`config.mk`:
```
export PLATFORM = sky130hd
export DESIGN_NAME = lhmpq_mul
export DESIGN_NICKNAME = d
export VERILOG_FILES = /design/src/sv/lhmpq_pkg.sv /design/src/sv/lhmpq_mul.sv
export SDC_FILE = /design/constraint.sdc
export NUM_CORES = 2
export LEC_CHECK = 0
export BUFFER_PORTS_ARGS = -buffer_cell sky130_fd_sc_hd__buf_2
export CAP_MARGIN = 20
export CORE_UTILIZATION = 55
export DETAILED_ROUTE_END_ITERATION = 10
export PLACE_DENSITY = 0.79
export SETUP_SLACK_MARGIN = 0.3
export SLEW_MARGIN = 20
export SYNTH_ARGS = -nofsm -noshare
export SYNTH_HDL_FRONTEND = slang
export SYNTH_SLANG_ARGS = --single-unit
```
`constraint.sdc`:
```
create_clock -name clk -period 6.5 [get_ports clk]
set_clock_uncertainty 0.2 [all_clocks]
set_input_delay 0.325 -clock clk [delete_from_list [all_inputs] [get_ports clk]]
set_output_delay 0.325 -clock clk [all_outputs]
set_load 0.1 [all_outputs]
```
`src/sv/lhmpq_pkg.sv`:
```
// Types, constants and helper functions shared by the line hull query block.
`default_nettype none
package lhmpq_pkg;

  localparam int SLOPE_W = 22;
  localparam int ICPT_W  = 42;
  localparam int VAL_W   = 43;
  localparam int STAT_W  = 2;
  localparam int HIDX_W  = 2;
  localparam int ADIF_W  = SLOPE_W + 1;
  localparam int BDIF_W  = ICPT_W + 1;
  localparam int BLO_W   = 21;
  localparam int MOP_W   = 24;
  localparam int PROD_W  = 2 * MOP_W;
  localparam int ACC_W   = 64;

  localparam logic signed [SLOPE_W-1:0] SLOPE_LIM = 22'sd1048576;
  localparam logic signed [ICPT_W-1:0]  ICPT_LIM  = 42'sd1099511627776;

  localparam logic KIND_ADD   = 1'b0;
  localparam logic KIND_QUERY = 1'b1;

  typedef logic [STAT_W-1:0] status_t;
  localparam status_t ST_OK    = 2'd0;
  localparam status_t ST_EMPTY = 2'd1;
  localparam status_t ST_FULL  = 2'd2;

  typedef struct packed {
    logic signed [SLOPE_W-1:0] slope;
    logic signed [ICPT_W-1:0]  icpt;
  } line_t;

  typedef struct packed {
    logic signed [MOP_W-1:0] op_a;
    logic signed [MOP_W-1:0] op_b;
  } mul_req_t;

  typedef enum logic [4:0] {
    S_IDLE,
    S_ADD_CHK,
    S_ADD_RD0,
    S_ADD_RD1,
    S_ADD_LAT,
    S_ADD_DIF,
    S_ADD_MUL,
    S_ADD_CMP,
    S_ADD_PUSH,
    S_QRY_CHK,
    S_QRY_RD0,
    S_QRY_RD1,
    S_QRY_LAT,
    S_QRY_M0,
    S_QRY_M1,
    S_QRY_M2,
    S_QRY_CMP,
    S_DONE
  } state_t;

  function automatic logic signed [SLOPE_W-1:0] clamp_slope(input logic signed [SLOPE_W-1:0] v);
    if (v > SLOPE_LIM) return SLOPE_LIM;
    if (v < -SLOPE_LIM) return -SLOPE_LIM;
    return v;
  endfunction

  function automatic logic signed [ICPT_W-1:0] clamp_icpt(input logic signed [ICPT_W-1:0] v);
    if (v > ICPT_LIM) return ICPT_LIM;
    if (v < -ICPT_LIM) return -ICPT_LIM;
    return v;
  endfunction

endpackage
`default_nettype wire

```
`src/sv/lhmpq_mul.sv`:
```
// Shared signed multiplier with a registered product.
`default_nettype none
module lhmpq_mul (
  input  logic                                  clk,
  input  lhmpq_pkg::mul_req_t                   req,
  output logic signed [lhmpq_pkg::PROD_W-1:0]   prod_r
);
  import lhmpq_pkg::*;

  always_ff @(posedge clk) begin
    prod_r <= req.op_a * req.op_b;
  end

endmodule
`default_nettype wire

```
==> summary.txt <==
CELLS AND AREA
-------------------------------------------------------------------------------------------------
Number of standard cells in the final layout excluding fillers .....................         3122
Flip-flop count of the largest register, all copies and words added ................           48
Total Nets Final ...................................................................         3391
Area used by sequential logic in the layout ........................................     961 um^2
Core occupancy in the finished layout ..............................................        67.7%
Largest registers ..................................................................  prod_r (48)
Total of fill cells in the finished design .........................................         2768
Signed area change from the synthesized netlist to the final layout ................        20.2%
Biggest register ...................................................................       prod_r
Share of layout cells above drive strength 1 .......................................        22.3%
Area used by multi-input combinational logic .......................................   19400 um^2

YOSYS
-------------------------------------------------------------------------------------------------
Most common flop cell mapped by yosys ..............................................      dfxtp_1
Netlist Area Pre-Place .............................................................   22000 um^2
Biggest area contributors in the synthesized netlist ............................... fa_1, inv_1, and2_1
Number of enable-type register cells in the synthesized netlist ....................            0
Sequential-to-total area share from yosys stat .....................................        4.36%
Post-synthesis net count ...........................................................         3111
Flops & latches, synth .............................................................           48
Area fraction of the dominant cell type after synthesis ............................        55.2%
Syn Inst Count .....................................................................         2321
Number of distinct library cell variants in the gate-level netlist after synthesis .           54
Post-synthesis average cell area ...................................................    9.49 um^2
Yosys warns ........................................................................            0
Cell type contributing the most total cell area after synthesis ....................         fa_1
Share of synthesized registers carrying an async set or reset ......................           0%

FLOORPLAN
-------------------------------------------------------------------------------------------------
Number of ports placed on the die boundary .........................................           97
Core outline area ..................................................................   39100 um^2
Initial standard-cell utilization of the core ......................................        56.3%
Placement Rows .....................................................................           72
Floorplan die area .................................................................   40800 um^2
Y dimension of the die .............................................................       202 um
Die Span X .........................................................................       202 um

HOLD PATH
-------------------------------------------------------------------------------------------------
Worst Hold Path Cells ..............................................................            3
Launch instance of the worst min-delay path ........................................       req[0]
Type of the tightest min-delay check ............................................... input pin to register
Hold Path Sink .....................................................................    prod_r[0]

WORST SETUP PATH
-------------------------------------------------------------------------------------------------
Kind of launch point of the worst setup path .......................................    input pin
Top cell by count, worst path ......................................................         fa_1
Startpoint-to-endpoint class of the critical path .................................. input pin to register
Data arrival at the endpoint of the critical path ..................................      6.71 ns
Crit path buffers/inverters ........................................................            9
Worst stage delay on the critical path .............................................      0.54 ns
Worst path top cell family by delay ................................................  adder cells
Data required time of the critical path ............................................      6.54 ns
Slowest CP cell ....................................................................         fa_1
Critical-path maximum fanout .......................................................            5
CP endpoint kind ...................................................................     register

DRT
-------------------------------------------------------------------------------------------------
DRC violations left ................................................................            0
Wire length per cell after detailed routing ........................................      19.7 um
Per-cell via count in the routed design ............................................         5.42
Vias after detailed routing ........................................................        16.9k
Iter 0 DRT Violations ..............................................................         1077
Final ANT Viol Nets ................................................................            0
Number of detailed-route iterations in the first pass ..............................            5
Final routed wirelength across all metal layers ....................................     61400 um

TIMING
-------------------------------------------------------------------------------------------------
Max Clk Rate .......................................................................      150 MHz
Setup repair after global routing missed its margin ................................          yes
Fin. max-slew vios .................................................................            0
Rel. slew slack ....................................................................        63.7%
Post-route setup slack .............................................................    -0.173 ns
Post-route setup TNS ...............................................................     -1.25 ns
Hold Fails Final Rpt ...............................................................            0
Slew at the pin closest to its max-slew limit ......................................     0.548 ns
Min cycle time layout ..............................................................      6.67 ns
Period Utilization, post-route .....................................................         103%
Setup violators final ..............................................................           15

GRT
-------------------------------------------------------------------------------------------------
Wire length of the first global-routing pass .......................................     98900 um
Global-route usage over all layers .................................................        31.6%
Initial antenna violation count ....................................................            2
Vias in the first global route .....................................................        19.3k
Maximum number of pins on one net before global-route repair .......................           18
Residual overflow from global routing ..............................................            0

CTS
-------------------------------------------------------------------------------------------------
Clock sink total ...................................................................           48
Max clock buf depth ................................................................            2
Number of H-tree levels ............................................................            2
Clock tree root driver cell ........................................................    clkbuf_16
TritonCTS Buffers ..................................................................            5
Clock slew at reported path FFs ....................................................      0.10 ns
TritonCTS clock tree ...............................................................         done
Hold buffer count at CTS ...........................................................            0

RUN
-------------------------------------------------------------------------------------------------
Max-capacitance violation count ....................................................            0

RUN STATUS
-------------------------------------------------------------------------------------------------
Outcome ............................................................................ complete, but fails checks
Violations in the final reports .................................................... negative setup slack

PLACE
-------------------------------------------------------------------------------------------------
Routability cong. ..................................................................        0.924
Port-buffer cells ..................................................................           96
Half-perimeter wire length after placement .........................................     50300 um
Post-placement cell count ..........................................................         3070

[synth_stat cells, types with 3 or more instances]
master,count
fa_1,607
inv_1,590
nand2_1,307
and2_1,274
ha_1,134
clkbuf_1,95
dfxtp_1,48
xnor2_1,43
nor2_1,39
a21oi_1,37
o21ai_0,19
a21o_1,13
xor2_1,11
nand2b_1,10
o21bai_1,10
nand3_1,8
a211oi_1,7
and3_1,5
o211ai_1,5
nand4_1,4
nor3_1,4
o21ai_1,4
a31o_2,3
o21a_1,3
[metrics by stage]
step,worst slack (ns),hold WS (ns),area (um^2)
global placement,-0.560,0.567,24800
global route,-0.385,0.202,26500
detailed placement,-0.686,0.582,24800
floorplan,0.0641,0.252,22500
CTS,-0.0772,0.195,26000
finish,-0.173,0.212,26500
[routing by layer]
layer | GRT usage (%) | wire length, um | vias up
met1 | 36.2 | 20800 | 8702
li1 | - | - | 7193
met4 | 18.3 | 4430 | 0
met3 | 5.08 | 3890 | 270
met5 | 0 | 0 | -
met2 | 55.8 | 32300 | 763
[placed cells by master (no fill, tap or decap), drive strengths merged, types with 8 or more instances in the layout]
cell      n
nor2     39
a21oi    38
a21o     13
nand2   307
nand3     8
dfxtp    48
buf     370
o21bai   10
nand2b   10
a211oi    9
ha      134
fa      607
and2    274
o21ai    24
xnor2    43
inv     590
xor2     11
[worst max-delay path by stage]
stage	from	to	slack (ns)	depth (start not counted)
after floorplan	req[13]	prod_r[47]	0.06	22
after global placement	req[6]	prod_r[46]	-0.56	22
after detailed placement	req[9]	prod_r[46]	-0.69	21
after CTS	req[34]	prod_r[43]	-0.08	26
after global routing	req[34]	prod_r[30]	-0.39	27
final	req[34]	prod_r[30]	-0.17	27
[kinds of logic (layout without fill, tap and decap cells)]
logic type	count (synthesis)	after routing	share of synthesized area, %
xor+xnor	54	54	2.15
other cells	0	2	0
fa+ha+maj	741	741	62.8
simple gates	661	661	14.8
flops	48	48	4.36
buf+inv	690	971	11.8
compound gates	127	127	4.04
[timing repair]
action,in CTS,in global routing
setup endpoints to repair,25,25
pin swaps,93,80
endpoints found under the hold margin,0,0
cloned,2,0
setup buffers,21,19
resized for setup,204,94
[final cells by class]
cell class | count | area share (%)
Multi-Input combinational cell | 1583 | 73.2
Timing Repair Buffer | 372 | 11.7
Inverter | 591 | 8.41
Sequential cell | 48 | 3.63
Tap cell | 518 | 2.45
Clock buffer | 6 | 0.525
Clock inverter | 2 | 0.0520
Antenna cell | 2 | 0.0189
Power is not shown: default switching activity piles up to over one toggle a cycle in this logic, so the estimate is an artifact.
